--- src/bei_ram.sv ---
// generic single write port, single read port ram with registered read
module bei_ram #(
	parameter int Width = 32,
	parameter int Depth = 64
) (
	input  logic                     clk,
	input  logic                     we,
	input  logic [$clog2(Depth)-1:0] waddr,
	input  logic [Width-1:0]         wdata,
	input  logic [$clog2(Depth)-1:0] raddr,
	output logic [Width-1:0]         rdata
);
	logic [Width-1:0] mem [Depth];

	always_ff @(posedge clk) begin
		if (we) begin
			mem[waddr] <= wdata;
		end
		rdata <= mem[raddr];
	end
endmodule

--- config.mk ---
export PLATFORM = sky130hd
export DESIGN_NAME = bei_ram
export DESIGN_NICKNAME = d
export VERILOG_FILES = /design/src/bei_ram.sv
export SDC_FILE = /design/constraint.sdc
export NUM_CORES = 2
export LEC_CHECK = 0
export BUFFER_PORTS_ARGS = -buffer_cell sky130_fd_sc_hd__buf_2
export CORE_UTILIZATION = 57
export DETAILED_ROUTE_END_ITERATION = 8
export GPL_TIMING_DRIVEN = 0
export PLACE_DENSITY = 0.72
export SKIP_CTS_REPAIR_TIMING = 1
export SLEW_MARGIN = 20
export SYNTH_ARGS = -nofsm -noshare
export SYNTH_HDL_FRONTEND = slang
export SYNTH_SLANG_ARGS = --single-unit
export TNS_END_PERCENT = 5
--- constraint.sdc ---
create_clock -name clk -period 3.57 [get_ports clk]
set_clock_uncertainty 0.15 [all_clocks]
set_input_delay 0.1785 -clock clk [delete_from_list [all_inputs] [get_ports clk]]
set_output_delay 0.1785 -clock clk [all_outputs]
set_load 0.01 [all_outputs]
# [Word level (Yosys, flattened, before mapping)]
# Memory sizes are Yosys's and may differ from the RTL's. A register that Yosys moved wholly into a read port is not among the register bits.
# Cells that the tools add are included.
[op_classes] muxes=2
[ops] operator="1-bit two-way mux" n=2
[word_totals] regBits=0 ramBits=2048 in_bits=46 output_inout_bits=32 word_cells=3 n_memories=1
[mem_list] memory="mem" depth=64 width=32 rd=1 rd_ports_with_merged_regs=1 write_ports=1 line="13" source="logic [Width-1:0] mem [Depth];"

# [Longest topological paths before layout]
[logic_depth] word_depth=2 depth_mapped=10 depth_no_buf=5

# [Least setup slack after synthesis]
# Ideal clock, no wire load.
[synth_timing] kind="input port to flip-flop" start="input port waddr[3]" end="memory mem[48][0] (enable)" setup_time_ps=461 arrival_time_ps=2877 t_required_ps=2959 setup_slack_ps=82 stages=4 n_path_buf=1 cell_sequence="clkbuf_1 nor2b_1 nand4b_1 nor3_1"
[synth_rtl] item="start, declared" line="8" source="input logic [$clog2(Depth)-1:0] waddr,"
[synth_rtl] item="end, declared" line="13"
# Straight into the memory's write port.

==> flow_summary.yaml <==
status:
  outcome: "finished, violations left"
  violations: "negative setup slack"
hold_path:
  hold_path_end: "mem[49][28]$_DFFE_PP_"
  hold_depth: 1
  hp-class: "in2reg"
  hold_start: "wdata[28]"
pwr:
  internal_power_mw: 39.68
  pwr-share-seq_pct: 53.4
  sw_frac_of_total_pct: 21.82
  p_leak_nw: 28.80
  peakVddDrop_mv: 0.4664
  p_clk_share_pct: 41.0
  p_per_area_nw_per_um2: 553.7
  combPwrFrac_pct: 5.6
  p_switching_mw: 11.07
timing:
  fin_crit_ps: 3601
  setup_violations: 1
  holdWs_ps: 6.218
  hold_violations: 0
  fmax_mhz: 277.7
  period_share_pct: 100.9
  worst_slew_pin_slew_ps: 1266
  fin_ws_ps: -31.24
  relSlewSlack_pct: 15.62
  rsz0062_at_grt: "true"
  drv_slew: 0
detailed_routing:
  num_vias: 40980
  ant_nets: 0
  firstDrtPassIters: 8
  totalWireLength_um: 238400
  via_per_inst: 7.165
  route.detailed.drc: 0
  drt-initial-drc-count: 7799
  wire_per_inst_um: 41.68
logic_synthesis:
  syn_area_per_cell_um2: 23.62
  netlist_area_um2: 78520
  syn-num-nets: 3370
  synth_top_area_cell: "edfxtp_1"
  synth_cell_types: 34
  yosysWarnings: 0
  synth_seq_cells: 2080
  syn_inst: 3324
  synth_area_leaders: "edfxtp_1, mux4_2, mux2i_1, dfxtp_1, o22ai_1"
  seq_area_frac_synth_pct: 79.14
  synth_top_area_share_pct: 78.33
clock_tree:
  clk_pin_slew_ps: 70
  clockBufferDepth: 3
  cts_tree: "yes"
  cts-root-buf: "clkbuf_16"
  numClockSinks: 2080
  clk_latency_ps: 830
  tritoncts.num_buffers: 196
  htreeDepth: 4
die:
  coreArea_um2: 136100
  dieArea_um2: 139200
  initial_core_util_pct: 57.67
  pin_count: 78
  num_rows: 135
  die_h_um: 373.1
  die_x_um: 373.1
place:
  io_buffers: 69
  place_ws_ps: -945.5
  hpwl_um: 152800
  gp_congestion: 0.8576
cells_and_area:
  fill_cells: 8159
  multiInputGateArea_um2: 15970
  syn_to_final_growth_pct: 16.75
  drive_above_1_share_pct: 30.66
  ff_latch_area_um2: 62140
  layout.nets: 3812
setup_path:
  start_kind: "primary input"
  endpoint_kind: "register"
  worst_r2r_endpoint: "rdata[18]$_DFF_P_"
  path_class: "in2reg"
  r2r_cells: 4
  worstPathArrival_ps: 4050
  r2r-start: "mem[30][18]$_DFFE_PP_"
  rrSetupSlack_ps: 580
  cp_max_fo: 10
  cp.required_ps: 4020
global_route:
  grt_overflow_total: 0
  grt_max_degree: 65
  grt_pass1_wl_um: 322800
  grt_pass1_vias: 39950
  antenna_found_initial: 16
  grtUsageTotal_pct: 34.55
run:
  maxCapViolCount: 0
## how the worst max path moves through the flow
stage | startpoint | end | slack [ps] | depth (start not counted)
floorplan | waddr[3] | mem[48][0]$_DFFE_PP_ | 80 | 4
finish | raddr[1] | rdata[18]$_DFF_P_ | -30 | 7
global placement | waddr[3] | mem[49][6]$_DFFE_PP_ | -4110 | 4
detailed placement | raddr[1] | rdata[15]$_DFF_P_ | -950 | 9
CTS | raddr[1] | rdata[15]$_DFF_P_ | -80 | 9
global route | raddr[1] | rdata[18]$_DFF_P_ | -60 | 7
## kinds of logic (layout without fill, tap and decap cells)
| group | count (synthesis) | in the layout | share of synthesized area (%) |
|---|---|---|---|
| compound gates | 202 | 202 | 1.673 |
| buf+inv | 182 | 791 | 1.128 |
| flops | 2080 | 2080 | 79.14 |
| mux | 637 | 637 | 16.79 |
| other cells | 0 | 6 | 0 |
| simple gates | 223 | 223 | 1.265 |
## power groups by stage
stage	combinational [mW]	clock, mW	sequential [mW]
2_1_floorplan	1.31	0	27.6
3_3_place_gp	2.58	0	27.6
3_5_place_dp	2.72	0	27.6
4_1_cts	2.75	20.8	27.1
5_1_grt	2.89	21.7	27.1
6_report	2.84	20.8	27.1
## final cells by class
class	instances	share of cell area, %
clock inverters	104	1.092
multi-input cells	1062	17.42
diodes	6	0.01638
clock buffers	261	5.819
flip-flops and latches	2080	67.79
plain buffers	181	0.9773
well taps	1781	2.431
repair buffers	245	4.457
## synth_stat cells
cell type  count
buf_6          5
buf_4         25
and3_1         4
dfxtp_1       32
nand2b_1       8
a31oi_1        1
nand4b_1       1
nand4_1        2
or2_1          1
o32ai_1        4
or3b_2         3
buf_1         21
or2_2          1
mux2i_1       93
a311oi_1       8
o221ai_1      27
or3_1          3
nor2_1       137
buf_2         57
a41o_1         4
clkbuf_1      74
nor3_1         7
or3b_1         2
nor2b_1       15
edfxtp_1    2048
nand2_1       26
nand3_1        5
a21oi_1       62
mux4_2       544
and2_1         2
a22oi_1       12
o22ai_1       84
nand3b_1       5
or2_0          1
## flip-flops by register name, indices dropped and copies added, names as in the netlist
register / count
rdata: 32
mem: 2048
## layer usage
metal	track usage, %	routed length (µm)
met1	46.29	80030
met2	51.88	108000
met3	10.95	35800
met4	17.05	14450
met5	0	63
## cell usage in the layout, fill, tap and decap left out, types with 26 or more instances in the layout
cell / instances
clkinv_2: 35
nand2_1: 26
buf_2: 96
buf_12: 50
mux4_2: 544
dfxtp_1: 32
buf_4: 60
clkbuf_1: 115
clkbuf_16: 200
mux2i_1: 93
nor2_1: 75
nor2_4: 62
a21oi_1: 62
o22ai_1: 84
edfxtp_1: 2048
clkinv_1: 30
o221ai_1: 27
dlygate4sd3_1: 33
buf_16: 80
## stage by stage
stage / util (%) / power (mW) / instances / setup TNS [ps] / instance area, µm²
2_1_floorplan: - / 28.94 / 3324 / 0 / 78520
3_3_place_gp: 59.56 / 30.20 / 5174 / -3471710 / 81090
3_5_place_dp: 62.38 / 30.33 / 5316 / -10720 / 84930
4_1_cts: 67.03 / 50.64 / 5681 / -77.52 / 91260
5_1_grt: 67.33 / 51.68 / 5718 / -56.40 / 91660
6_report: 67.33 / 50.75 / 5720 / -31.24 / 91660
## critical path: stages
cell	delay (ps)
buf_2	420
buf_2	380
clkbuf_1	860
mux4_2	450
mux4_2	610
o22ai_1	800
nor2_1	320
Note: power is estimated with default switching activity, not from simulation.
