$ cat src/bei_pkg.sv
// shared types and constants for the breakpoint envelope interpolator
package bei_pkg;

	localparam int TableDepth = 64;
	localparam int IdxW = $clog2(TableDepth);
	localparam int CntW = 7;
	localparam int QueueDepth = 2;

	localparam logic FUNC_WRITE = 1'b0;
	localparam logic FUNC_QUERY = 1'b1;

	typedef struct packed {
		logic        func;
		logic [5:0]  entry_index;
		logic [31:0] point_time;
		logic signed [31:0] point_value;
	} in_item_t;

	typedef struct packed {
		logic signed [31:0] value_out;
		logic [5:0]  span_index;
	} out_item_t;

	typedef struct packed {
		logic            func;
		logic [IdxW-1:0] entry_index;
		logic [31:0]     query_time;
		logic [31:0]     point_value;
		logic [CntW-1:0] count;
	} query_t;

endpackage

$ cat src/bei_back.sv
// back end: performs table writes, scans the table and interpolates one query at a time
module bei_back import bei_pkg::*; (
	input  logic            clk,
	input  logic            arst_n,
	input  logic            q_valid,
	input  query_t          q_head,
	output logic            q_pop,
	output logic            tbl_we,
	output logic [IdxW-1:0] tbl_waddr,
	output logic [31:0]     tbl_time,
	output logic [31:0]     tbl_value,
	output logic [IdxW-1:0] raddr,
	input  logic [31:0]     rd_time,
	input  logic [31:0]     rd_value,
	output logic            res_valid,
	output out_item_t       res
);
	typedef enum logic [2:0] {
		S_IDLE, S_SCAN, S_LEFT, S_DIV, S_MUL, S_ADD
	} state_t;

	state_t            state_q;
	logic [31:0]       t_q;
	logic [CntW-1:0]   n_q;
	logic [CntW-1:0]   i_q;
	logic              wait_q;
	logic [31:0]       tr_q, tl_q;
	logic signed [31:0] vr_q, vl_q;
	logic [32:0]       rem_q;
	logic [15:0]       frac_q;
	logic [3:0]        bit_q;
	logic signed [49:0] prod_q;
	logic [31:0]       width_w;
	logic [33:0]       trial;
	logic signed [63:0] sum_w;

	assign width_w = tr_q - tl_q;
	assign trial = {rem_q, 1'b0} - {2'b0, width_w};
	assign sum_w = 64'(vl_q) + 64'(prod_q >>> 16);

	assign tbl_we = state_q == S_IDLE && q_valid && !q_pop && q_head.func == FUNC_WRITE;
	assign tbl_waddr = q_head.entry_index;
	assign tbl_time = q_head.query_time;
	assign tbl_value = q_head.point_value;

	always_comb begin
		raddr = i_q[IdxW-1:0];
		if (state_q == S_IDLE) raddr = '0;
	end

	always_ff @(posedge clk or negedge arst_n) begin
		if (!arst_n) begin
			state_q <= S_IDLE;
			q_pop <= 1'b0;
			res_valid <= 1'b0;
			i_q <= '0;
			wait_q <= 1'b0;
		end else begin
			q_pop <= 1'b0;
			res_valid <= 1'b0;
			case (state_q)
				S_IDLE: begin
					if (q_valid && !q_pop) begin
						q_pop <= 1'b1;
						if (q_head.func == FUNC_QUERY) begin
							t_q <= q_head.query_time;
							n_q <= q_head.count;
							i_q <= '0;
							wait_q <= 1'b1;
							state_q <= S_SCAN;
						end
					end
				end
				S_SCAN: begin
					if (wait_q) begin
						wait_q <= 1'b0;
					end else if (t_q <= rd_time || i_q + 1'b1 == n_q) begin
						tr_q <= rd_time;
						vr_q <= rd_value;
						if (i_q == '0 || t_q > rd_time) begin
							res.value_out <= rd_value;
							res.span_index <= i_q[5:0];
							res_valid <= 1'b1;
							state_q <= S_IDLE;
						end else begin
							i_q <= i_q - 1'b1;
							wait_q <= 1'b1;
							state_q <= S_LEFT;
						end
					end else begin
						i_q <= i_q + 1'b1;
						wait_q <= 1'b1;
					end
				end
				S_LEFT: begin
					if (wait_q) begin
						wait_q <= 1'b0;
					end else begin
						tl_q <= rd_time;
						vl_q <= rd_value;
						i_q <= i_q + 1'b1;
						if (tr_q <= rd_time || t_q == tr_q) begin
							res.value_out <= vr_q;
							res.span_index <= 6'(i_q + 1'b1);
							res_valid <= 1'b1;
							state_q <= S_IDLE;
						end else begin
							rem_q <= {1'b0, t_q - rd_time};
							bit_q <= '0;
							state_q <= S_DIV;
						end
					end
				end
				S_DIV: begin
					if (!trial[33]) begin
						rem_q <= trial[32:0];
						frac_q <= {frac_q[14:0], 1'b1};
					end else begin
						rem_q <= {rem_q[31:0], 1'b0};
						frac_q <= {frac_q[14:0], 1'b0};
					end
					bit_q <= bit_q + 1'b1;
					if (bit_q == 4'd15) state_q <= S_MUL;
				end
				S_MUL: begin
					prod_q <= (50'(vr_q) - 50'(vl_q)) * $signed({1'b0, frac_q});
					state_q <= S_ADD;
				end
				S_ADD: begin
					res.value_out <= sum_w[31:0];
					res.span_index <= i_q[5:0];
					res_valid <= 1'b1;
					state_q <= S_IDLE;
				end
				default: state_q <= S_IDLE;
			endcase
		end
	end
endmodule

$ cat config.mk
export PLATFORM = sky130hd
export DESIGN_NAME = bei_back
export DESIGN_NICKNAME = d
export VERILOG_FILES = /design/src/bei_pkg.sv /design/src/bei_back.sv
export SDC_FILE = /design/constraint.sdc
export NUM_CORES = 2
export LEC_CHECK = 0
export ABC_AREA = 1
export CELL_PAD_IN_SITES_DETAIL_PLACEMENT = 0
export CELL_PAD_IN_SITES_GLOBAL_PLACEMENT = 1
export CORE_MARGIN = 5
export CORE_UTILIZATION = 25
export CTS_CLUSTER_DIAMETER = 30
export CTS_CLUSTER_SIZE = 28
export DETAILED_ROUTE_END_ITERATION = 16
export DONT_BUFFER_PORTS = 1
export GPL_TIMING_DRIVEN = 0
export PLACE_DENSITY = 0.51
export SLEW_MARGIN = 20
export SYNTH_ARGS = -nofsm -noshare
export SYNTH_HDL_FRONTEND = slang
export SYNTH_SLANG_ARGS = --single-unit
$ cat constraint.sdc
create_clock -name clk -period 6.3 [get_ports clk]
set_input_delay 0.315 -clock clk [delete_from_list [all_inputs] [get_ports clk]]
set_output_delay 0.315 -clock clk [all_outputs]
set_load 0.05 [all_outputs]
After elaboration in Yosys (flattened, before gate mapping):

Cells that the tools add are included.

* word-level logic and storage cells: 117
* register bits: 319
* output and inout bits: 117
* input port bits: 145

* reductions and logical operators: 23
* equal/unequal tests: 18
* order comparisons: 3
* $mul: 1
* muxes and demuxes: 45
* $add $sub $neg: 8
* bitwise gates (word level): 2

Operators by type and width (number)
* $mux 38: 5
* $pmux 38 s3: 1
* $mux 33: 3
* $pmux 33 s2: 1
* $le 32x32->1: 2
* $sub 32x32->32: 2
* $mul 33x17->48: 1
* $mux 7: 6
* $sub 34x32->34: 1
* $sub 32x32->33: 1
* $add 32x32->32: 1
* $eq 32x32->1: 1
* $gt 32x32->1: 1
* $pmux 7 s3: 1
* $mux 3: 6
* $ne 2x2->1 const B: 8
* $pmux 3 s5: 1
* $mux 1: 13
* $reduce_and 4->1: 3
* $reduce_and 6->1: 2
* $mux 4: 2
* $pmux 4 s2: 1
* $add 7x1->7 const B: 1
* $eq 7x7->1: 1
* other kinds (22): 35

Logic depth before layout (Yosys ltp):

* depth after elaboration: 6
* mapped depth: 41
* gate-level depth less buffers: 40

Worst setup path after synthesis:

Ideal clock, no wire load.

* kind: register to register
* from: register vl_q[0]
* to: register prod_q[47] (data pin)
* clock period less this slack: 7017 ps
* cell stages (with the launch flop): 36
* data arrival time: 6765 ps
* buffers on the path: 1
* library setup time: 252 ps
* setup slack: -717 ps
* cells stage by stage: edfxtp_1 ha_1 fa_1 o21ai_2 nand2_1 nand2_2 nand2_1 nand2_4 nand2_1 nand2_1 nand2_1 nand2_2 inv_2 nor2_1 inv_1 fa_1 inv_1 fa_1 buf_2 xor2_1 xor2_1 fa_1 fa_1 inv_1 fa_1 inv_1 ha_1 inv_1 nor3_1 nand2_1 nor2_1 nand2_1 nor2_1 nor2_1 nand3_1 nand2_1

* longest elaborated chain between the ends: 2

RTL lines
* start: declaration: RTL line bei_back.sv:28 `logic signed [31:0] vr_q, vl_q;`
* start signal: assignment: RTL line bei_back.sv:100 `vl_q <= rd_value;`
* $sub 32x32->33: RTL line bei_back.sv:126 `prod_q <= (50'(vr_q) - 50'(vl_q)) * $signed({1'b0, frac_q});`
* $mul 33x17->48: RTL line bei_back.sv:126
* end signal: assignment: RTL line bei_back.sv:126
* end: declaration: RTL line bei_back.sv:32 `logic signed [49:0] prod_q;`

No other way between the ends.
A chain may end at the register's enable or synchronous reset.

Final worst setup path:

* from: register vl_q[0]
* to: register prod_q[45] (data pin)

The elaborated chain is that of the path after synthesis.

==> summary.txt <==
Status
  • Run status: finished with violations
  • Failing checks: setup timing

Timing
  • Slew Viols, Final: 0
  • Min Tclk post-route: approximately 7500 ps
  • Setup violations, final: 32
  • Setup TNS: -30,830 ps
  • Tcrit/Tclk final: 119.1%
  • Final Hold Fails: 0
  • RSZ-0062 raised after global routing: yes
  • Setup ws final: -1204 ps
  • Clock skew: 56.80 ps
  • Achievable clock frequency: 133.3 MHz
  • Slew margin rel.: around 28%
  • Actual slew at the worst max-slew pin: around 1100 ps

Route
  • DRC violations left: 0
  • Detailed Routing Iterations Pass 1: 6
  • Routed Antenna Nets: 0
  • DR vias/cell: approximately 4.7
  • Iter 0 DRT Violations: approximately 2,600
  • Final WL: between 150,000 and 200,000 um
  • WL/cell: roughly 22 um
  • Via count: around 37,000

Yosys
  • Synthesized cell area: 41,460 um2
  • Synth unique cells: 60
  • Avg Inst Size Synth: 7.959 um2
  • Predominant post-synthesis flop cell: edfxtp_1
  • Syn nets: ~6,000
  • Seq cells post-synth: between 300 and 400
  • Asr flop ratio synth: 4.290%
  • Number of synthesized flops with an enable pin: 290
  • Synthesis Warnings: 0
  • Cell count after synthesis: between 5,000 and 6,000
  • Sequential share of the synthesized area: between 20% and 30%

Placement
  • Placed Area: roughly 45,000 um2
  • Port Buffers: 0
  • Hpwl dp: about 150,000 um
  • RD Place Congestion: 0.9271

Setup path
  • Critical Path AT: around 7900 ps
  • Family with the most delay on the worst path: adder cells
  • Crit path capture type: flip-flop
  • Crit path kind: reg2reg
  • Critical path startpoint category: flip-flop
  • Critical Path Stages: 29
  • Crit path top cell by count: fa_1
  • Worst Path Buf+Inv: 5
  • Worst EP required: 6730 ps
  • CP max-delay cell: fa_1
  • Reg2Reg Depth: 29
  • Critical-path maximum fanout: 7
  • Max stage delay on crit path: between 500 and 600 ps

Die
  • Standard-cell row count: roughly 150
  • IO Count: 262
  • Full die area: 174,100 um2
  • Die H: about 420 um
  • Die Wd: about 420 um
  • Initial Util: around 25%
  • Core area: 165,000 um2

Job
  • Max Cap Viol: 0

Clock tree
  • CTS sink cnt: about 300
  • Num CTS Buffers: 87
  • H-tree depth: 3
  • TritonCTS clock tree: yes
  • Root buffer cell: clkbuf_16
  • Max Root-Sink Buffers: 3
  • Clock transition at path regs: approximately 40 ps
  • Clock Latency Late Sink: approximately 700 ps

Worst hold path
  • Min-delay worst type: in2reg
  • Hold path depth: 3

Global routing
  • Total track usage: 19.99%
  • Initial antenna violation count: 15
  • Largest net degree at the start of global routing: 27
  • Vias in the first global route: 37,960
  • Global-route wire length before repair: 257,200 um
  • Grt total ovfl: 0

Cells and area
  • Commonest non-fill, non-tap cells in the layout: inv_1, nand2_1, nor2_1
  • Nets: 6,540
  • Fillers: 17,550
  • Design area: around 54,000 um2
  • Layout cells sized above 1: 19.27%
  • Commonest non-fill, non-tap cell in the layout: inv_1
  • Area growth syn-to-layout: 29.18%
  • Sequential Area: around 9000 um2
  • Footprint of the multi-input gates: between 30,000 and 40,000 um2
  • Fin util: around a third
kinds of logic after synthesis:
family,share of synthesized area (%)
and+or+nand+nor,21.79
xor gates and xnor gates,3.389
adders and majority gates,32.90
buffers and inverters,11.98
DFF,21.79
AOI/OAI and AO/OA,8.152
layout make-up:
| type | instances | area share [%] |
|---|---|---|
| plain buffers | 178 | 2.231 |
| multi-input cells | 3678 | 57.14 |
| clock buffers | 106 | 4.315 |
| clock inverters | 57 | 1.299 |
| repair buffers | 302 | 5.535 |
| well taps | 2189 | 5.114 |
| diodes | 4 | 0.01869 |
| inverters | 1049 | 7.481 |
| flip-flops and latches | 303 | 16.87 |
cell usage after synthesis, types with 7 or more instances:
| master | n | area share [%] |
|---|---|---|
| nand2_1 | 1040 | 9.4 |
| inv_1 | 1028 | 9.3 |
| nor2_1 | 547 | 5.0 |
| fa_1 | 490 | 24 |
| nand3_1 | 329 | 4.0 |
| ha_1 | 306 | 9.2 |
| edfxtp_1 | 290 | 21 |
| a21oi_1 | 271 | 3.3 |
| o21ai_0 | 158 | 1.9 |
| xnor2_1 | 86 | 1.8 |
| buf_4 | 75 | 1.4 |
| xor2_1 | 67 | 1.4 |
| clkbuf_1 | 63 | 0.57 |
| nand4_1 | 53 | 0.80 |
| nor3_1 | 44 | 0.53 |
| a21o_1 | 38 | 0.69 |
| or2_2 | 36 | 0.54 |
| buf_2 | 31 | 0.37 |
| o21bai_1 | 30 | 0.54 |
| nand3b_1 | 24 | 0.43 |
| nand2_2 | 18 | 0.27 |
| o21a_1 | 14 | 0.25 |
| a31oi_1 | 13 | 0.20 |
| dfrtp_1 | 13 | 0.78 |
| clkinv_1 | 11 | 0.10 |
| nor2_2 | 11 | 0.17 |
| o211ai_1 | 11 | 0.20 |
| inv_2 | 10 | 0.091 |
| a22o_1 | 9 | 0.19 |
| nor4_1 | 9 | 0.14 |
| o21ai_1 | 9 | 0.11 |
| a21boi_0 | 7 | 0.13 |
registers in the layout, indices dropped and copies added, names as in the netlist, 4 cells and up:
register  count
frac_q       16
rem_q        33
vr_q         32
tl_q         32
prod_q       32
t_q          32
bit_q         4
tr_q         32
vl_q         32
n_q           7
res          38
i_q           7
worst register-to-register path, delay by kind of cell (launching register included):
family          cells  cell delay (ps)
simple gates        5              450
fa+ha+maj           9             3780
buf+inv             5              540
compound gates      8             1560
flops               1              420
xor+xnor            2              500
metrics by stage:
stage               hold WS [ps]  worst slack, ps  std cells
CTS                        13.94            -1375       7783
finish                     74.78            -1204       7866
global route               79.06            -1482       7862
floorplan                  19.41           -258.6       5209
global placement           20.23            -4152       7398
detailed placement         20.39            -2541       7425
worst paths after layout:
path	from	end	slack [ps]
max	vl_q[0]	prod_q[45]	-1200
min	rd_value[17]	res[23]	70
max reg2reg	vl_q[0]	prod_q[45]	-1200
min reg2reg	frac_q[0]	frac_q[1]	450
max in group asynchronous	arst_n	q_pop	5600
min in group asynchronous	arst_n	i_q[5]	170
metal layers:
metal,global-route usage (%),vias up,wire length [um]
met5,0,-,0
met2,33.39,1069,82830
li1,-,17140,-
met1,26.84,18310,78980
met4,4.955,0,4207
met3,3.533,202,10880
timing repair:
item                                    in CTS  in global routing
resized for setup                          349                323
pin swaps                                  121                187
cloned                                       1                  2
endpoints found under the setup margin      32                 32
hold buffers                               105                  0
hold endpoints to repair                   208                  0
buffers inserted                            90                 77
Power is not shown: default switching activity piles up to over one toggle a cycle in this logic, so the estimate is an artifact.
