**config.mk**
```make
export PLATFORM = sky130hd
export DESIGN_NAME = bei_front
export DESIGN_NICKNAME = d
export VERILOG_FILES = /design/src/bei_pkg.sv /design/src/bei_front.sv
export SDC_FILE = /design/constraint.sdc
export NUM_CORES = 1
export LEC_CHECK = 0
export ABC_AREA = 1
export BUFFER_PORTS_ARGS = -buffer_cell sky130_fd_sc_hd__buf_2
export CORE_MARGIN = 10
export CORE_UTILIZATION = 50
export DETAILED_ROUTE_END_ITERATION = 12
export MAX_ROUTING_LAYER = met4
export PLACE_DENSITY = 0.89
export SKIP_CTS_REPAIR_TIMING = 1
export SLEW_MARGIN = 20
export SYNTH_ARGS = -nofsm -noshare
export SYNTH_HDL_FRONTEND = slang
export SYNTH_SLANG_ARGS = --single-unit
```
**constraint.sdc**
```tcl
create_clock -name clk -period 5.7 [get_ports clk]
set_input_delay 0 -clock clk [delete_from_list [all_inputs] [get_ports clk]]
set_output_delay 0 -clock clk [all_outputs]
set_load 0.05 [all_outputs]
```
**src/bei_pkg.sv**
```systemverilog
// shared types and constants for the breakpoint envelope interpolator
package bei_pkg;

	localparam int TableDepth = 64;
	localparam int IdxW = $clog2(TableDepth);
	localparam int CntW = 7;
	localparam int QueueDepth = 2;

	localparam logic FUNC_WRITE = 1'b0;
	localparam logic FUNC_QUERY = 1'b1;

	typedef struct packed {
		logic        func;
		logic [5:0]  entry_index;
		logic [31:0] point_time;
		logic signed [31:0] point_value;
	} in_item_t;

	typedef struct packed {
		logic signed [31:0] value_out;
		logic [5:0]  span_index;
	} out_item_t;

	typedef struct packed {
		logic            func;
		logic [IdxW-1:0] entry_index;
		logic [31:0]     query_time;
		logic [31:0]     point_value;
		logic [CntW-1:0] count;
	} query_t;

endpackage

```
**src/bei_front.sv**
```systemverilog
// front end: accepts items and queues them in order for the back end
module bei_front import bei_pkg::*; (
	input  logic           clk,
	input  logic           arst_n,
	input  logic           start,
	input  in_item_t       item,
	input  logic [CntW-1:0] count,
	output logic           busy,
	output logic           q_valid,
	output query_t         q_head,
	input  logic           q_pop
);
	query_t                 fifo_q [QueueDepth];
	logic [0:0]             wptr_q, rptr_q;
	logic [1:0]             fill_q;
	logic                   acc, push;
	logic [CntW-1:0]        cnt_eff;

	assign busy = (fill_q == 2'(QueueDepth));
	assign acc = start && !busy;
	assign push = acc;
	assign q_valid = fill_q != 2'd0;
	assign q_head = fifo_q[rptr_q];

	always_comb begin
		cnt_eff = count;
		if (count == '0) begin
			cnt_eff = CntW'(1);
		end else if (count > CntW'(TableDepth)) begin
			cnt_eff = CntW'(TableDepth);
		end
	end

	always_ff @(posedge clk) begin
		if (push) begin
			fifo_q[wptr_q] <= '{func: item.func, entry_index: item.entry_index,
				query_time: item.point_time, point_value: item.point_value,
				count: cnt_eff};
		end
	end

	always_ff @(posedge clk or negedge arst_n) begin
		if (!arst_n) begin
			wptr_q <= '0;
			rptr_q <= '0;
			fill_q <= '0;
		end else begin
			if (push) wptr_q <= wptr_q + 1'b1;
			if (q_pop) rptr_q <= rptr_q + 1'b1;
			fill_q <= fill_q + 2'(push) - 2'(q_pop);
		end
	end
endmodule

```
Word level (Yosys, flattened, before mapping)
Memories as Yosys holds them, arrays and structs flattened.
Cells that the tools add are included.
Cells by class
  add/sub/neg operators: 4
  multipliers: 0
  divide/modulo/power cells: 0
  order comparisons: 1
  equality and inequality tests: 1
  shift operators: 0
  multiplexer cells: 4
  bitwise operators: 0
  reduce and logical (&&, ||, !) cells: 4
Operators by type and width (count)
  7-bit 2-to-1 mux: 2
  7-bit > comparator, second input constant: 1
  7-bit logical NOT: 1
  1-bit adder, second input constant: 2
  2-bit by 1-bit adder with 2-bit output: 1
  2-bit equality test, second input constant: 1
  1-bit 2-to-1 mux: 2
  2-bit nonzero test: 1
  2-bit by 1-bit subtractor with 2-bit output: 1
  1-bit logical AND: 1
  1-bit logical NOT: 1
Word-level totals
  flip-flop bits (word level): 4
  bits in latches: 0
  bits in writable memories: 156
  memory bits (read-only): 0
  word-level logic and storage cells: 18
  memories: 1
Memories
  fifo_q: words 2, bits a word 78, read ports 1, clocked after memory_dff 0, wr ports 1, RTL line bei_front.sv:13  | query_t fifo_q [QueueDepth];

Longest topological paths before layout
Gate-level depths: netlist (run 1).
  depth in word-level cells: 5
  mapped depth: 8
  gate-level depth less buffers: 8

Least setup slack after synthesis (run 1)
Ideal clock, no wire load.
  path type: flip-flop to flip-flop
  start point: reg fill_q[1]
  end point: mem fifo_q[1][0] (netlist name) (enable)
  arrival time: 3.883 ns
  required time: 5.185 ns
  path slack: 1.302 ns
  stages on the path, launching flop included: 4
  buffers on the path: 0
  period minus slack after synthesis: 4.398 ns
  cell sequence: dfrtp_1 -> inv_1 -> o21ai_0 -> nor2_1
On the way
  word-level cells in the longest chain between the ends: 5
Ends and longest elaborated chain
  start, declared: RTL line bei_front.sv:15  | logic [1:0] fill_q;
  start signal, assigned: RTL line bei_front.sv:50  | fill_q <= fill_q + 2'(push) - 2'(q_pop);
  2-bit equality test: RTL line bei_front.sv:19  | assign busy = (fill_q == 2'(QueueDepth));
  1-bit logical NOT: RTL line bei_front.sv:20  | assign acc = start && !busy;
  1-bit logical AND: RTL line bei_front.sv:20
  1-bit 2-to-1 mux: RTL line bei_front.sv:35  | if (push) begin
  1-bit 2-to-1 mux (implied by the code): RTL line bei_front.sv:36  | fifo_q[wptr_q] <= '{func: item.func, entry_index: item.entry_index,
  end, declared: RTL line bei_front.sv:13
Every way passes these cells.

Final worst setup path (run 1)
  start point: reg fill_q[1]
  end point: mem fifo_q[0][11] (netlist name) (enable)
Same word-level chain as after synthesis.

==> impl_metrics.toml, run 1 <==
[run_status]
status = "finished, final reports clean"

[floorplan]
row_count = 39
core_area_sq_um = 11520
fp.dieH_microns = 129.1
ios = 162
initial_core_util_pct = 51.65
dieArea_sq_um = 16660
die_w_microns = 129.1

[sta]
finalMaxSlewViolations = 0
fin_tns_setup_ns = 0
hold_viol_final = 0
clock_skew_ns = 0.007300
setup_violations = 0
timing.fmax_mhz = 406.8
hold_slack_ns = 0.3122
post-route-min-period_ns = 2.458
fin_crit_sh_pct = 43.13
relSlewSlack_pct = 40.32
rsz0062_at_grt = "no"
tightest_slew_ns = 0.8952

[cts]
root_buffer = "clkbuf_16"
clk_latency_ns = 0.41
cts.htree.levels = 4
clkTransAtPathRegs_ns = 0.06
cts_buffers = 17
cts_max_path_buffers = 2
cts_tree = "done"
cts_sinks = 160

[grt]
antenna_found_initial = 2
overflow = 0
grt_max_degree = 80
track_usage_pct = 14.57
grt_first_pass_wirelength_mm = 17.71
grt_pass1_vias = 3468

[logic_synthesis]
yosysSeqAreaShare_pct = 80.44
yosys.area_share.simple_pct = 1.010
syn-num-nets = 368
synthMuxAreaShare_pct = 15.40
netlist_instances = 284
synth_compound_area_share_pct = 0.4628
ys_ff_latch = 160
syn_area_per_cell_sq_um = 20.94
synthAdderAreaFrac_pct = 0.4207
syn-cell-area_sq_um = 5948
ys_warn_count = 0
synth_top_family_by_area = "multiplexers"
synth-xor-area-share_pct = 0.4417
synth_cell_types = 18

[min_path]
hold_class = "in2reg"

[finish]
area_delta_synth_final_pct = 41.02
drive_gt1_share_pct = 49.82
nets = 623

[placement]
dp_hpwl_mm = 8.176
portBuffers = 161
gp_congestion = 0.7675

[drt]
vias = 3460
routed_wl_mm = 13.69
first_pass_iters = 4
drtIter0Drc = 174
via_per_inst = 4.964
drc_errors = 0
wire_per_inst_microns = 19.64
ant_nets = 0

[worst_setup_path]
cp-start-kind = "register"
crit_type = "reg2reg"
rrSetupSlack_ns = 3.24
endpoint_kind = "register"
critPathMaxFanout = 49
crit_required_ns = 5.82
crit_arrival_ns = 2.58

[pwr]
pwr-share-seq_pct = 35.5
leakage_nw = 3.277
power.density_nw_per_um2 = 580.5
peakVddDrop_mv = 0.5658
switching_power_mw = 1.931
switching_share_pct = 39.66
internal_power_mw = 2.938
pwr-share-comb_pct = 39.6
pwr-share-clk_pct = 24.9

[run]
max_cap_violations = 0
[per-stage QoR]
step	area (sq um)	setup slack, ns	std cells	power, mW	utilization, %
detailed placement	6893	3.297	580	3.614	59.85
global route	8388	3.065	697	5.042	72.84
CTS	7535	3.263	612	4.832	65.43
global placement	6893	3.401	580	3.571	59.85
finish	8388	3.242	697	4.869	72.84
floorplan	5948	1.302	284	3.224	-
[critical path, stage by stage, from the launching register on]
cell and delay, ns:
dfrtp_1 0.43, inv_1 0.10, o211ai_1 0.27, clkinv_2 0.76, buf_4 0.57
[cell usage in the layout (no fill, tap or decap), drive strengths merged]
cell type,synthesis,final
buf,9,164
edfxtp,156,156
dlygate4sd3,0,82
mux2,78,78
clkbuf,1,18
inv,11,11
nor2,8,8
clkinv,0,7
nand2,5,5
bufinv,0,5
dfrtp,4,4
a21oi,3,3
diode,0,2
xor2,2,2
ha,2,2
clkinvlp,0,2
nand3,1,1
o21ai,1,1
xnor2,1,1
o211ai,1,1
or2,1,1
[layout make-up]
type,count,area (sq um)
Antenna cell,2,5.005
Multi-Input combinational cell,103,1062
Clock inverter,14,212.7
Clock buffer,18,429.2
Tap cell,143,178.9
Inverter,11,42.54
Sequential cell,160,4788
Timing Repair Buffer,246,1669
Fill cell,685,3128
[cells in the mapped netlist (all sizes together)]
| cell | instances | area (sq um) |
|---|---|---|
| buf | 9 | 63.81 |
| ha | 2 | 25.02 |
| nand3 | 1 | 5.000 |
| nor2 | 8 | 30.03 |
| o211ai | 1 | 7.510 |
| or2 | 1 | 6.260 |
| mux2 | 78 | 915.9 |
| xor2 | 2 | 17.52 |
| edfxtp | 156 | 4684 |
| clkbuf | 1 | 3.750 |
| a21oi | 3 | 15.01 |
| dfrtp | 4 | 100.1 |
| xnor2 | 1 | 8.760 |
| inv | 11 | 41.29 |
| o21ai | 1 | 5.000 |
| nand2 | 5 | 18.77 |
[logic make-up (layout without fill, tap and decap cells)]
kind of cell | count (synthesis) | count (layout)
flip-flops | 160 | 160
multiplexers | 78 | 78
buffers and inverters | 21 | 289
AND/OR/NAND/NOR | 15 | 15
AO/OA/AOI/OAI | 5 | 5
XOR/XNOR | 3 | 3
adder cells (fa/ha/maj) | 2 | 2
other | 0 | 2
[power groups by stage]
stage / Clock [mW] / Sequential [mW] / Combinational (mW)
detailed placement: 0 / 1.82 / 1.80
global placement: 0 / 1.79 / 1.78
finish: 1.21 / 1.73 / 1.93
floorplan: 0 / 1.69 / 1.53
global route: 1.28 / 1.75 / 2.01
CTS: 1.23 / 1.80 / 1.81
[state kept, by name, indices dropped and copies added (netlist names)]
signal,flops
rptr_q,1
fifo_q,156
fill_q,2
wptr_q,1
[per-layer routing]
layer  GRT usage [%]  share of wire, %  vias to the layer above
li1                -                 -                     1612
met5               -                 0                        -
met3           5.343               5.8                       20
met2           24.61                56                      120
met4           6.154               1.8                        0
met1           15.15                36                     1708
[path summary, 6_finish.rpt]
check	from	to	depth (start not counted)
max in group asynchronous	arst_n	rptr_q	3
hold reg to reg	wptr_q	wptr_q	2
hold / removal	item[39]	fifo_q[0][46]	2
setup reg to reg	fill_q[1]	fifo_q[0][11]	4
setup / recovery	fill_q[1]	fifo_q[0][11]	4
min in group asynchronous	arst_n	wptr_q	3
(Power assumes the default switching activity.)
==> run 2, diff against run 1 <==
==> constraint.sdc (replaced) <==
create_clock -name clk -period 2.55 [get_ports clk]
set_input_delay 0 -clock clk [delete_from_list [all_inputs] [get_ports clk]]
set_output_delay 0 -clock clk [all_outputs]
set_load 0.05 [all_outputs]
==> impl_metrics.toml, run 2 (same netlist as run 1, synthesis figures left out) <==
[run_status]
status = "finished, final reports clean"

[finish]
area_delta_synth_final_pct = 42.43
largest_reg_flops = 156
nets = 624
finish.instance_area_sq_um = 8472
layout_common_cells = "buf_2 (161), edfxtp_1 (156), dlygate4sd3_1 (82)"
fin_util_pct = 73.57
largest_register = "fifo_q"
final_common_cell = "buf_2"
drive_gt1_share_pct = 50.09
reg.largest.list = "fifo_q (156), fill_q (2)"

[floorplan]
die_w_microns = 129.1
row_count = 39
core_area_sq_um = 11520
initial_core_util_pct = 51.65
fp.dieH_microns = 129.1
ios = 162
dieArea_sq_um = 16660

[worst_setup_path]
critPathMaxFanout = 46
critical_path_depth = 3
rrSetupSlack_ns = 0.75
crit_arrival_ns = 2.16
slowest_stage = "dfrtp_4"
cp_top_family = "flip-flops"
critPathBufInv = 2
slowest_delay_ns = 0.73
r2r_cells = 4
crit_type = "reg2out"
crit_required_ns = 2.55
path_cells = "buf_12, mux2_2, buf_2"
cp-start-kind = "register"
endpoint_kind = "output pin"

[sta]
tightest_slew_ns = 0.6157
fin_crit_sh_pct = 84.68
finalMaxSlewViolations = 0
post-route-min-period_ns = 2.159
timing.fmax_mhz = 463.1
relSlewSlack_pct = 58.95
clock_skew_ns = 0.008237
fin_tns_setup_ns = 0
hold_viol_final = 0
setup_violations = 0
rsz0062_at_grt = "no"

[placement]
portBuffers = 161
placed_area_sq_um = 6933
gp_congestion = 0.7886
dp_hpwl_mm = 8.209

[pwr]
peakVddDrop_mv = 1.104
power.density_nw_per_um2 = 1324
leakage_nw = 3.312

[cts]
cts.htree.levels = 4
clkTransAtPathRegs_ns = 0.06
cts_sinks = 160
clk_latency_ns = 0.42
root_buffer = "clkbuf_16"
cts_tree = "done"
cts_buffers = 17
cts_max_path_buffers = 2

[drt]
wire_per_inst_microns = 20.47
first_pass_iters = 4
via_per_inst = 5.070
ant_nets = 0
vias = 3539
drtIter0Drc = 212
routed_wl_mm = 14.29
drc_errors = 0

[run]
max_cap_violations = 0

[grt]
grt_pass1_vias = 3483
grt_max_degree = 79
grt_first_pass_wirelength_mm = 18.15
track_usage_pct = 14.97
overflow = 0
antenna_found_initial = 1

[min_path]
hold_class = "in2reg"
hold-path-cell-count = 2
[run 2: cell type report]
type / instances / area, sq um
multi-input combinational: 103 / 1062
inverter: 11 / 42.54
fill: 666 / 3044
antenna: 2 / 5.005
timing repair buffer: 247 / 1682
tap: 143 / 178.9
sequential: 160 / 4788
clock buffer: 17 / 425.4
clock inverter: 15 / 287.8
[run 2: worst register-to-register path: cells and delay by family, from the launching register on]
| kind | cells | cell delay (ns) |
|---|---|---|
| buffers and inverters | 2 | 0.63 |
| flip-flops | 1 | 0.43 |
| AO/OA/AOI/OAI | 1 | 0.20 |
| AND/OR/NAND/NOR | 1 | 0.15 |
[run 2: power by group]
| part | internal [mW] | switching [mW] | leakage [nW] |
|---|---|---|---|
| Sequential | 3.60 | 0.261 | 1.50 |
| Combinational | 1.24 | 3.09 | 1.48 |
| Clock | 2.03 | 0.998 | 0.335 |
| Total | 6.86 | 4.35 | 3.31 |
[run 2: through the flow]
step	hold slack, ns	std cells	power [mW]	setup WS (ns)
final	0.2890	698	11.22	0.3906
after global routing	0.2952	697	11.59	0.3284
after CTS	-0.6471	614	11.17	0.3869
after detailed placement	-0.1872	582	8.122	0.7674
after global placement	-0.1922	582	8.015	0.8479
after floorplan	-0.2956	284	7.189	0.004562
[run 2: worst paths after layout]
path,startpoint,to
min in group asynchronous,arst_n,wptr_q
worst min register to register,wptr_q,wptr_q
worst min-delay path,item[69],fifo_q[0][76]
max in group asynchronous,arst_n,rptr_q
worst max-delay path,rptr_q,q_head[16]
worst max register to register,fill_q[1],fifo_q[1][49]
[run 2: metal layers]
metal | GRT usage (%) | vias up | wire, microns
met3 | 6.117 | 18 | 987
met2 | 25.61 | 149 | 7951
met4 | 6.020 | 0 | 248
met5 | - | - | 0
met1 | 14.97 | 1758 | 5099
li1 | - | 1614 | -
==> run 3, diff against run 2 <==
--- a/config.mk
+++ b/config.mk
@@ -5,13 +5,13 @@
 export SDC_FILE = /design/constraint.sdc
 export NUM_CORES = 1
 export LEC_CHECK = 0
-export ABC_AREA = 1
+export ABC_AREA = 0
 export BUFFER_PORTS_ARGS = -buffer_cell sky130_fd_sc_hd__buf_2
 export CORE_MARGIN = 10
-export CORE_UTILIZATION = 50
+export CORE_UTILIZATION = 47
 export DETAILED_ROUTE_END_ITERATION = 12
 export MAX_ROUTING_LAYER = met4
-export PLACE_DENSITY = 0.89
+export PLACE_DENSITY = 0.88
 export SKIP_CTS_REPAIR_TIMING = 1
 export SLEW_MARGIN = 20
 export SYNTH_ARGS = -nofsm -noshare
==> constraint.sdc (replaced) <==
create_clock -name clk -period 1.8 [get_ports clk]
set_input_delay 0 -clock clk [delete_from_list [all_inputs] [get_ports clk]]
set_output_delay 0 -clock clk [all_outputs]
set_load 0.05 [all_outputs]
==> impl_metrics.toml, run 3 <==
[finish]
layout_common_cells = "buf_2 (161), edfxtp_1 (156), dlygate4sd3_1 (82)"
instances_no_fill = 709
drive_gt1_share_pct = 51.57
finish.instance_area_sq_um = 8467
largest_register = "fifo_q"
area_delta_synth_final_pct = 43.25
antenna_cells = 0
reg.largest.list = "fifo_q (156), fill_q (2)"
nets = 613
largest_reg_flops = 156
final_common_cell = "buf_2"
fin_util_pct = 69.62

[worst_setup_path]
slowest_delay_ns = 0.46
slowest_stage = "dfrtp_4"
reg2reg_to = "fill_q[1]"
critPathMaxFanout = 35
endpoint_kind = "output pin"
crit_arrival_ns = 1.72
timing.rr.start = "fill_q[0]"
rrSetupSlack_ns = 0.18
path_cells = "buf_12, mux2_2, buf_2"
crit_type = "reg2out"
r2r_cells = 7
startpoint = "rptr_q"
crit_required_ns = 1.80
cp-start-kind = "register"

[floorplan]
dieArea_sq_um = 17460
initial_core_util_pct = 48.60
fp.dieH_microns = 132.1
row_count = 40
core_area_sq_um = 12160
die_w_microns = 132.1
ios = 162

[logic_synthesis]
synth_commonest_cells = "edfxtp_1 (156), mux2_2 (68), mux2_4 (10)"
yosys-top-cells-area = "edfxtp_1 (79%), mux2_2 (13%), mux2_4 (2.5%), dfrtp_1 (1.7%), buf_6 (0.57%)"
ys_warn_count = 0
ys_ff_latch = 160
yosysTopAreaCell = "edfxtp_1"
syn-num-nets = 354
async_reset_ff_share_pct = 2.500
netlist_instances = 270
synth_edf_count = 156
yosysMostFrequentCell = "edfxtp_1"
synthFlopType = "edfxtp_1"
yosysSeqAreaShare_pct = 80.95
synth_top_cell_area_share_pct = 79.25
synth_cell_types = 19
syn_area_per_cell_sq_um = 21.89
syn-cell-area_sq_um = 5911

[min_path]
hold-path-cell-count = 2
hold_class = "in2reg"
hp-start = "item[17]"
holdPathEnd = "fifo_q[1][24]"

[sta]
relSlewSlack_pct = 75.28
setup_violations = 0
hold_viol_final = 0
finalMaxSlewViolations = 0
rsz0062_at_grt = "no"
timing.fmax_mhz = 581.3
tightest_slew_ns = 0.3708
fin_crit_sh_pct = 95.58
hold_slack_ns = 0.3052
post-route-min-period_ns = 1.720
clock_skew_ns = 0.004480

[placement]
dp_cells = 596
placed_area_sq_um = 6980
gp_congestion = 0.7340
portBuffers = 161
dp_hpwl_mm = 8.166

[run_status]
status = "finished, final reports clean"

[grt]
grt_max_degree = 52
track_usage_pct = 13.99
grt_pass1_vias = 3429
overflow = 0
antenna_found_initial = 0
grt_first_pass_wirelength_mm = 18.29

[cts]
cts_tree = "done"
root_buffer = "clkbuf_16"
cts.htree.levels = 4
cts_buffers = 17
clk_latency_ns = 0.41
cts_max_path_buffers = 2
clkTransAtPathRegs_ns = 0.06
cts_sinks = 160

[run]
max_cap_violations = 0

[drt]
routed_wl_mm = 13.38
first_pass_iters = 4
ant_nets = 0
drtIter0Drc = 229
vias = 3373
drc_errors = 0
via_per_inst = 4.757
wire_per_inst_microns = 18.87

[pwr]
power.density_nw_per_um2 = 1850
peakVddDrop_mv = 1.213
leakage_nw = 3.255
-- run 3: metal layers --
layer  routed length, microns  global-route usage [%]  part of all wire, %
met5                        0                       -                    0
met2                     7266                   22.84                   54
met3                      743                   5.412                  5.6
met1                     5106                   14.67                   38
met4                      265                   6.489                  2.0
-- run 3: cells by family after synthesis --
kind of cell,count (synthesis),share of synthesized area [%]
compound gates,1,0.08459
xor+xnor,4,0.5928
fa+ha+maj,2,0.4233
buf+inv,12,1.270
flops,160,80.95
mux,78,15.50
simple gates,13,1.185
-- run 3: area by class of cell --
class / count / area, sq um
clock buffer: 20 / 436.7
clock inverter: 11 / 212.7
fill: 744 / 3695
inverter: 2 / 7.507
multi-input combinational: 98 / 1066
sequential: 160 / 4788
tap: 168 / 210.2
timing repair buffer: 250 / 1745
-- run 3: report_power, final --
part	switching, mW	internal, mW	total, mW
Sequential	0.231	5.10	5.33
Combinational	4.51	1.89	6.40
Clock	1.34	2.59	3.93
-- run 3: per-stage QoR --
step	worst slack [ns]	setup TNS, ns	total power, mW
floorplan	-0.3753	-41.50	10.19
global placement	0.3345	0	11.49
detailed placement	0.2440	0	11.63
CTS	-0.1029	-2.868	15.58
global route	0.01041	0	16.27
finish	0.07960	0	15.66
-- run 3: how the worst max path moves through the flow --
stage	endpoint	slack, ns
CTS	q_head[24]	-0.10
finish	q_head[4]	0.08
detailed placement	fill_q[1]	0.24
floorplan	fifo_q[0][0]	-0.38
global route	q_head[9]	0.01
global placement	fill_q[1]	0.33
-- run 3: critical path, delay by kind of cell, from the launching register on --
kind	cells	cell delay [ns]
flops	1	0.46
buf+inv	2	0.45
mux	1	0.38
